<file path="src/hdl/spq_pkg.sv">
// shared types and constants for the sorted priority queue
package spq_pkg;

    // opcodes of an input transaction
    localparam logic [1:0] OP_INSERT = 2'd0;
    localparam logic [1:0] OP_DELETE = 2'd1;
    localparam logic [1:0] OP_PEEK   = 2'd2;
    localparam logic [1:0] OP_LIST   = 2'd3;

    // status codes of a result
    localparam logic [1:0] ST_OK       = 2'd0;
    localparam logic [1:0] ST_EMPTY    = 2'd1;
    localparam logic [1:0] ST_NOTFOUND = 2'd2;
    localparam logic [1:0] ST_FULL     = 2'd3;

    // most results a list transaction may give
    localparam int RESULT_CAP = 16;

    localparam int TAG_W   = 16;
    localparam int PRIO_W  = 16;
    localparam int ENTRY_W = TAG_W + PRIO_W;

    // one stored entry
    typedef struct packed {
        logic [PRIO_W-1:0] prio;
        logic [TAG_W-1:0]  tag;
    } entry_t;

    // outcome of the shared priority comparator
    typedef struct packed {
        logic above;   // stored priority greater than key
        logic match;   // stored priority equal to key
    } cmp_res_t;

endpackage

</file>
<file path="src/hdl/spq_ram.sv">
// generic single write, single read ram with registered read data
module spq_ram #(
    parameter int WIDTH = 32,
    parameter int DEPTH = 16
) (
    input  logic                     clk,
    input  logic                     wr_en,
    input  logic [$clog2(DEPTH)-1:0] wr_addr,
    input  logic [WIDTH-1:0]         wr_data,
    input  logic [$clog2(DEPTH)-1:0] rd_addr,
    output logic [WIDTH-1:0]         rd_data
);

    logic [WIDTH-1:0] mem_reg [DEPTH];

    // write port
    always_ff @(posedge clk)
    begin
        if (wr_en)
        begin
            mem_reg[wr_addr] <= wr_data;
        end
    end

    // registered read port
    always_ff @(posedge clk)
    begin
        rd_data <= mem_reg[rd_addr];
    end

endmodule

</file>
<file path="src/hdl/spq_cmp.sv">
// shared priority comparator used by every walk over the store
module spq_cmp (
    input  logic [spq_pkg::PRIO_W-1:0] stored_prio,
    input  logic [spq_pkg::PRIO_W-1:0] key_prio,
    output spq_pkg::cmp_res_t          res
);

    // unsigned magnitude and equality compare
    always_comb
    begin
        res.above = stored_prio > key_prio;
        res.match = stored_prio == key_prio;
    end

endmodule

</file>
<file path="src/hdl/sorted_priority_queue_top.sv">
// Sorted priority queue: a sequencer walks a ram one entry at a time through one comparator.
// Insert walks back from the tail, moving each larger entry one place back (it may land at the front);
// peek reads the front, delete and list walk forward from it (list stops at the result cap); a full
// store, an empty store or an insert into an empty store gives its result without going busy.
// Each result shows the cycle after the sequencer makes it; the receiver cannot stall results.
// Reset (asynchronous, active low) empties the queue; ram contents are never read before written.
module sorted_priority_queue_top #(
    parameter int DEPTH = 16
) (
    input  logic                       clk,
    input  logic                       rst_n,
    input  logic                       start,
    output logic                       busy,
    input  logic [1:0]                 opcode,
    input  logic [spq_pkg::TAG_W-1:0]  task_tag,
    input  logic [spq_pkg::PRIO_W-1:0] prio_value,
    output logic                       result_valid,
    output logic [1:0]                 status,
    output logic [spq_pkg::TAG_W-1:0]  out_tag,
    output logic [spq_pkg::PRIO_W-1:0] out_prio,
    output logic                       last_item
);

    localparam int ADDR_W = $clog2(DEPTH);
    localparam int CNT_W  = $clog2(DEPTH + 1);

    typedef enum logic [3:0] {
        S_IDLE    = 4'b0001,
        S_READ    = 4'b0010,
        S_EVAL    = 4'b0100,
        S_INS_FIN = 4'b1000
    } state_t;

    state_t                     state_reg, state_next;
    logic [CNT_W-1:0]           count_reg, count_next;
    logic [CNT_W-1:0]           idx_reg, idx_next;
    logic [1:0]                 op_reg, op_next;
    logic                       found_reg, found_next;
    logic [spq_pkg::TAG_W-1:0]  tag_reg, tag_next;
    logic [spq_pkg::PRIO_W-1:0] prio_reg, prio_next;

    logic                       res_valid_reg, res_valid_next;
    logic [1:0]                 res_status_reg, res_status_next;
    logic [spq_pkg::TAG_W-1:0]  res_tag_reg, res_tag_next;
    logic [spq_pkg::PRIO_W-1:0] res_prio_reg, res_prio_next;
    logic                       res_last_reg, res_last_next;

    logic                       wr_en;
    logic [ADDR_W-1:0]          wr_addr;
    spq_pkg::entry_t            wr_entry;
    logic [ADDR_W-1:0]          rd_addr;
    logic [spq_pkg::ENTRY_W-1:0] rd_data;
    spq_pkg::entry_t            rd_entry;
    spq_pkg::cmp_res_t          cmp;
    logic [CNT_W-1:0]           idx_p1;
    logic [CNT_W-1:0]           idx_m1;
    logic                       walk_end;
    logic                       list_end;

    // entry store
    spq_ram #(
        .WIDTH (spq_pkg::ENTRY_W),
        .DEPTH (DEPTH)
    ) u_ram (
        .clk     (clk),
        .wr_en   (wr_en),
        .wr_addr (wr_addr),
        .wr_data (wr_entry),
        .rd_addr (rd_addr),
        .rd_data (rd_data)
    );

    assign rd_entry = spq_pkg::entry_t'(rd_data);

    // the one comparator, always against the key held for the transaction
    spq_cmp u_cmp (
        .stored_prio (rd_entry.prio),
        .key_prio    (prio_reg),
        .res         (cmp)
    );

    assign idx_p1   = idx_reg + CNT_W'(1);
    assign idx_m1   = idx_reg - CNT_W'(1);
    assign walk_end = idx_p1 == count_reg;
    assign list_end = walk_end || (32'(idx_p1) == spq_pkg::RESULT_CAP);

    // insert walks back from the tail, the others forward from the front
    assign rd_addr = (op_reg == spq_pkg::OP_INSERT) ? idx_m1[ADDR_W-1:0]
                                                    : idx_reg[ADDR_W-1:0];

    // sequencer
    always_comb
    begin
        state_next      = state_reg;
        count_next      = count_reg;
        idx_next        = idx_reg;
        op_next         = op_reg;
        found_next      = found_reg;
        tag_next        = tag_reg;
        prio_next       = prio_reg;
        res_valid_next  = 1'b0;
        res_status_next = res_status_reg;
        res_tag_next    = res_tag_reg;
        res_prio_next   = res_prio_reg;
        res_last_next   = res_last_reg;
        wr_en           = 1'b0;
        wr_addr         = idx_reg[ADDR_W-1:0];
        wr_entry        = rd_entry;

        unique case (state_reg)
            S_IDLE:
            begin
                if (start)
                begin
                    op_next    = opcode;
                    tag_next   = task_tag;
                    prio_next  = prio_value;
                    found_next = 1'b0;
                    idx_next   = '0;
                    res_tag_next  = '0;
                    res_prio_next = '0;
                    res_last_next = 1'b1;
                    if (opcode == spq_pkg::OP_INSERT)
                    begin
                        if (count_reg == CNT_W'(DEPTH))
                        begin
                            res_valid_next  = 1'b1;
                            res_status_next = spq_pkg::ST_FULL;
                        end
                        else if (count_reg == '0)
                        begin
                            // first entry goes straight to the front
                            wr_en           = 1'b1;
                            wr_addr         = '0;
                            wr_entry.tag    = task_tag;
                            wr_entry.prio   = prio_value;
                            count_next      = CNT_W'(1);
                            res_valid_next  = 1'b1;
                            res_status_next = spq_pkg::ST_OK;
                            res_tag_next    = task_tag;
                            res_prio_next   = prio_value;
                        end
                        else
                        begin
                            idx_next   = count_reg;
                            state_next = S_READ;
                        end
                    end
                    else if (count_reg == '0)
                    begin
                        res_valid_next  = 1'b1;
                        res_status_next = spq_pkg::ST_EMPTY;
                    end
                    else
                    begin
                        state_next = S_READ;
                    end
                end
            end

            S_READ:
            begin
                state_next = S_EVAL;
            end

            S_EVAL:
            begin
                case (op_reg)
                    spq_pkg::OP_INSERT:
                    begin
                        if (cmp.above)
                        begin
                            // move the larger entry one place back
                            wr_en    = 1'b1;
                            idx_next = idx_m1;
                            state_next = (idx_reg == CNT_W'(1)) ? S_INS_FIN : S_READ;
                        end
                        else
                        begin
                            wr_en           = 1'b1;
                            wr_entry.tag    = tag_reg;
                            wr_entry.prio   = prio_reg;
                            count_next      = count_reg + CNT_W'(1);
                            res_valid_next  = 1'b1;
                            res_status_next = spq_pkg::ST_OK;
                            res_tag_next    = tag_reg;
                            res_prio_next   = prio_reg;
                            res_last_next   = 1'b1;
                            state_next      = S_IDLE;
                        end
                    end

                    spq_pkg::OP_DELETE:
                    begin
                        if (found_reg)
                        begin
                            // close the gap left by the removed entry
                            wr_en   = 1'b1;
                            wr_addr = idx_m1[ADDR_W-1:0];
                        end
                        else if (cmp.match)
                        begin
                            found_next = 1'b1;
                            tag_next   = rd_entry.tag;
                            prio_next  = rd_entry.prio;
                        end
                        if (walk_end)
                        begin
                            res_valid_next = 1'b1;
                            res_last_next  = 1'b1;
                            state_next     = S_IDLE;
                            if (found_reg || cmp.match)
                            begin
                                count_next      = count_reg - CNT_W'(1);
                                res_status_next = spq_pkg::ST_OK;
                                res_tag_next    = found_reg ? tag_reg : rd_entry.tag;
                                res_prio_next   = found_reg ? prio_reg : rd_entry.prio;
                            end
                            else
                            begin
                                res_status_next = spq_pkg::ST_NOTFOUND;
                                res_tag_next    = '0;
                                res_prio_next   = '0;
                            end
                        end
                        else
                        begin
                            idx_next   = idx_p1;
                            state_next = S_READ;
                        end
                    end

                    spq_pkg::OP_PEEK:
                    begin
                        res_valid_next  = 1'b1;
                        res_status_next = spq_pkg::ST_OK;
                        res_tag_next    = rd_entry.tag;
                        res_prio_next   = rd_entry.prio;
                        res_last_next   = 1'b1;
                        state_next      = S_IDLE;
                    end

                    default:
                    begin
                        // list: one result per entry, front first
                        res_valid_next  = 1'b1;
                        res_status_next = spq_pkg::ST_OK;
                        res_tag_next    = rd_entry.tag;
                        res_prio_next   = rd_entry.prio;
                        res_last_next   = list_end;
                        idx_next        = idx_p1;
                        state_next      = list_end ? S_IDLE : S_READ;
                    end
                endcase
            end

            S_INS_FIN:
            begin
                // new entry lands at the front
                wr_en           = 1'b1;
                wr_addr         = '0;
                wr_entry.tag    = tag_reg;
                wr_entry.prio   = prio_reg;
                count_next      = count_reg + CNT_W'(1);
                res_valid_next  = 1'b1;
                res_status_next = spq_pkg::ST_OK;
                res_tag_next    = tag_reg;
                res_prio_next   = prio_reg;
                res_last_next   = 1'b1;
                state_next      = S_IDLE;
            end

            default:
            begin
                state_next = S_IDLE;
            end
        endcase
    end

    // control registers
    always_ff @(posedge clk or negedge rst_n)
    begin
        if (!rst_n)
        begin
            state_reg     <= S_IDLE;
            count_reg     <= '0;
            res_valid_reg <= 1'b0;
        end
        else
        begin
            state_reg     <= state_next;
            count_reg     <= count_next;
            res_valid_reg <= res_valid_next;
        end
    end

    // payload registers
    always_ff @(posedge clk)
    begin
        idx_reg        <= idx_next;
        op_reg         <= op_next;
        found_reg      <= found_next;
        tag_reg        <= tag_next;
        prio_reg       <= prio_next;
        res_status_reg <= res_status_next;
        res_tag_reg    <= res_tag_next;
        res_prio_reg   <= res_prio_next;
        res_last_reg   <= res_last_next;
    end

    assign busy         = state_reg != S_IDLE;
    assign result_valid = res_valid_reg;
    assign status       = res_status_reg;
    assign out_tag      = res_tag_reg;
    assign out_prio     = res_prio_reg;
    assign last_item    = res_last_reg;

endmodule

</file>
<file path="config.mk">
export PLATFORM = sky130hd
export DESIGN_NAME = sorted_priority_queue_top
export DESIGN_NICKNAME = d
export VERILOG_FILES = /design/src/hdl/spq_pkg.sv /design/src/hdl/spq_ram.sv /design/src/hdl/spq_cmp.sv /design/src/hdl/sorted_priority_queue_top.sv
export SDC_FILE = /design/constraint.sdc
export NUM_CORES = 1
export LEC_CHECK = 0
export ABC_CLOCK_PERIOD_IN_PS = 5730
export BUFFER_PORTS_ARGS = -buffer_cell sky130_fd_sc_hd__buf_2
export CAP_MARGIN = 20
export CELL_PAD_IN_SITES_DETAIL_PLACEMENT = 2
export CELL_PAD_IN_SITES_GLOBAL_PLACEMENT = 2
export CORE_UTILIZATION = 47
export DETAILED_ROUTE_END_ITERATION = 10
export GPL_TIMING_DRIVEN = 0
export HOLD_SLACK_MARGIN = 0.02
export PLACE_DENSITY_LB_ADDON = 0.1
export REMOVE_ABC_BUFFERS = 1
export SETUP_SLACK_MARGIN = 0.3
export SLEW_MARGIN = 20
export SYNTH_ARGS = -nofsm -noshare
export SYNTH_HDL_FRONTEND = slang
export SYNTH_SLANG_ARGS = --single-unit
</file>
<file path="constraint.sdc">
create_clock -name clk -period 5.73 [get_ports clk]
set_input_delay 1.4325 -clock clk [delete_from_list [all_inputs] [get_ports clk]]
set_output_delay 1.4325 -clock clk [all_outputs]
set_load 0.02 [all_outputs]
</file>
==> flow_summary.toml <==
[routing]
antenna_left = 0
viasPerCell = 6.637
drc = 0
totalWireLength_um = 95960
num_vias = 17118
wl_per_cell_um = 37.21
dr.pass1.iters = 6
first_iter_violations = 1916

[critical_path]
critPathRequiredTime_ns = 6.04
crit_chain = "inv_1 > ha_1 > or3b_2 > nor4_4 > buf_4 > buf_6 > a211oi_1 > nor2_1 > o21ai_1 > nor2_4 > buf_8 > buf_16"
crit_fanout = 14
worstPathArrival_ns = 5.04
crit_path_start_kind = "flip-flop"
critPathKind = "flip-flop to flip-flop"
crit_path_top_delay_cell = "nor2_4"
crit_path_end_kind = "flip-flop"
slowest_delay_ns = 0.76
rrSetupSlack_ns = 1.01

[cts]
insertion_delay_ns = 0.62
path_clk_slew_ns = 0.06
post_cts_resized = 0
cts_setup_buffers = 0
clockBufferDepth = 3
cts_root_buffer = "clkbuf_16"
numCtsBuffers = 69
cts_tree = "built"
cts-htree-levels = 3
ctsHoldBuffers = 0
clock-sinks = 629

[floorplanning]
start_util = 0.4780
fp.dieArea_sq_mm = 0.05731
num_io_pins = 74
die_h_um = 239.4
core_area_sq_mm = 0.05542
die_w_um = 239.4
rows = 86

[cells_and_area]
fill_cells = 4714
nNetsFinal = 1841
layout_common_cells = "587 x edfxtp_1, 204 x nand2_1, 128 x mux4_2"
largest_register_ffs = 512
layout-drive-gt1-share = 0.2508
layout_commonest_cell = "edfxtp_1"
finish.utilization = 0.5739
syn_to_final_growth_pct = 20.05

[place]
numPortBuffers = 73
gp_congestion = 0.7749
hpwl_um = 60750
place_ws_ns = 0.5866

[global_routing]
grt_overflow = 0
grt_antenna_before_repair = 2
grt_max_degree = 43
track_usage = 0.3437
grt_pass1_wl_um = 137300
grt_pass1_vias = 18838

[yosys]
async_flop_share = 0.01590
synth_warnings = 0
avgSynthCellArea_sq_um = 16.28
synth_edf_count = 587
ys_ff_latch = 629
synth_area_sq_mm = 0.02649
ys_seq_area_frac = 0.6991
synth_cell_types = 72
postSynthCellCount = 1627
synthFlopType = "edfxtp_1"

[sta]
hold_violations = 0
slew_headroom = 0.2536
max_freq_ghz = 0.2117
min_period_ns = 4.724
rsz0062_at_grt = "false"
finalCritPeriodShare = 0.8245
fin_skew_ns = 0.02874
slew_violations = 0
worst_slew_pin_slew_ns = 1.108
setup_viol = 0
fin_ws_ns = 1.006

[flow_run]
cap_violations = 0

[run_status]
outcome = "completed"

[power]
p_leak_nw = 10.77
power.density_mw_per_mm2 = 502.1
ir_worst_vdd_mv = 0.2473

[worst_hold_path]
hp-class = "flip-flop to flip-flop"
layout make-up:
type	instances	area, sq um	share of cell area
flip-flops and latches	629	18520	0.5823
multi-input cells	868	7684	0.2416
repair buffers	180	2345	0.07373
clock buffers	91	1871	0.05882
well taps	748	935.9	0.02943
clock inverters	33	335.3	0.01054
inverters	29	108.9	0.003423
diodes	1	2.502	0.00007869
per-layer routing:
layer | vias to the layer above | share of wire | GRT usage
met5 | - | 0 | 0
met4 | 0 | 0.034 | 0.1272
met3 | 205 | 0.074 | 0.06143
met2 | 915 | 0.51 | 0.5850
met1 | 9216 | 0.39 | 0.4412
li1 | 6782 | - | -
critical path: cells and delay by family, from the launching register on:
kind	cells	cell delay, ns
buffers and inverters	5	1.11
DFF	1	0.46
adders and majority gates	1	0.20
and+or+nand+nor	4	2.15
AOI/OAI and AO/OA	2	0.47
stage by stage:
step                setup TNS, ns  std cells  instance area, sq um  power [mW]  hold WS, ns
floorplan                 -278.31       1526                 26030       9.631       0.5113
global placement         -5447.41       2347                 27330       10.87       0.5462
detailed placement              0       2454                 29590       11.35       0.5914
CTS                             0       2578                 31800       15.97       0.5975
global route                    0       2578                 31800       16.41       0.6273
finish                          0       2579                 31800       15.97       0.5891
Yosys cell counts (32+ instances only):
cell | count | share of area
nand3_1 | 34 | 0.0064
clkbuf_1 | 67 | 0.0095
nand2_1 | 204 | 0.029
a22oi_1 | 36 | 0.010
o21ai_0 | 59 | 0.011
a211oi_1 | 34 | 0.0096
a21oi_1 | 47 | 0.0089
a31oi_1 | 35 | 0.0083
edfxtp_1 | 587 | 0.67
nor2b_1 | 34 | 0.0080
dfxtp_1 | 32 | 0.024
nor2_1 | 36 | 0.0051
mux4_2 | 128 | 0.11
and2_1 | 34 | 0.0080
a221o_1 | 32 | 0.012
power breakdown:
part	switching (mW)	internal (mW)
sequential	0.398	6.06
combinational	3.04	1.96
clock	1.93	2.58
total	5.37	10.6
kinds of logic (layout without fill, tap and decap cells):
logic type / Yosys count / in the layout / share of synthesized area
AOI/OAI and AO/OA: 307 / 307 / 0.08115
and+or+nand+nor: 386 / 386 / 0.06915
muxes: 130 / 130 / 0.1096
other: 0 / 1 / 0
adders and majority gates: 27 / 27 / 0.01275
buffers and inverters: 130 / 333 / 0.02159
xor gates and xnor gates: 18 / 18 / 0.006660
DFF: 629 / 629 / 0.6991
path summary, 6_finish.rpt:
path,start,cells past startpoint,to
hold / removal,state_reg[2],1,state_reg[2]
hold reg to reg,state_reg[2],1,state_reg[2]
max in group asynchronous,rst_n,1,state_reg[0]
setup / recovery,count_reg[0],12,u_ram.mem_reg[0][15]
setup reg to reg,count_reg[0],12,u_ram.mem_reg[0][15]
min in group asynchronous,rst_n,1,count_reg[4]
Power figures use the tool's default switching activity.
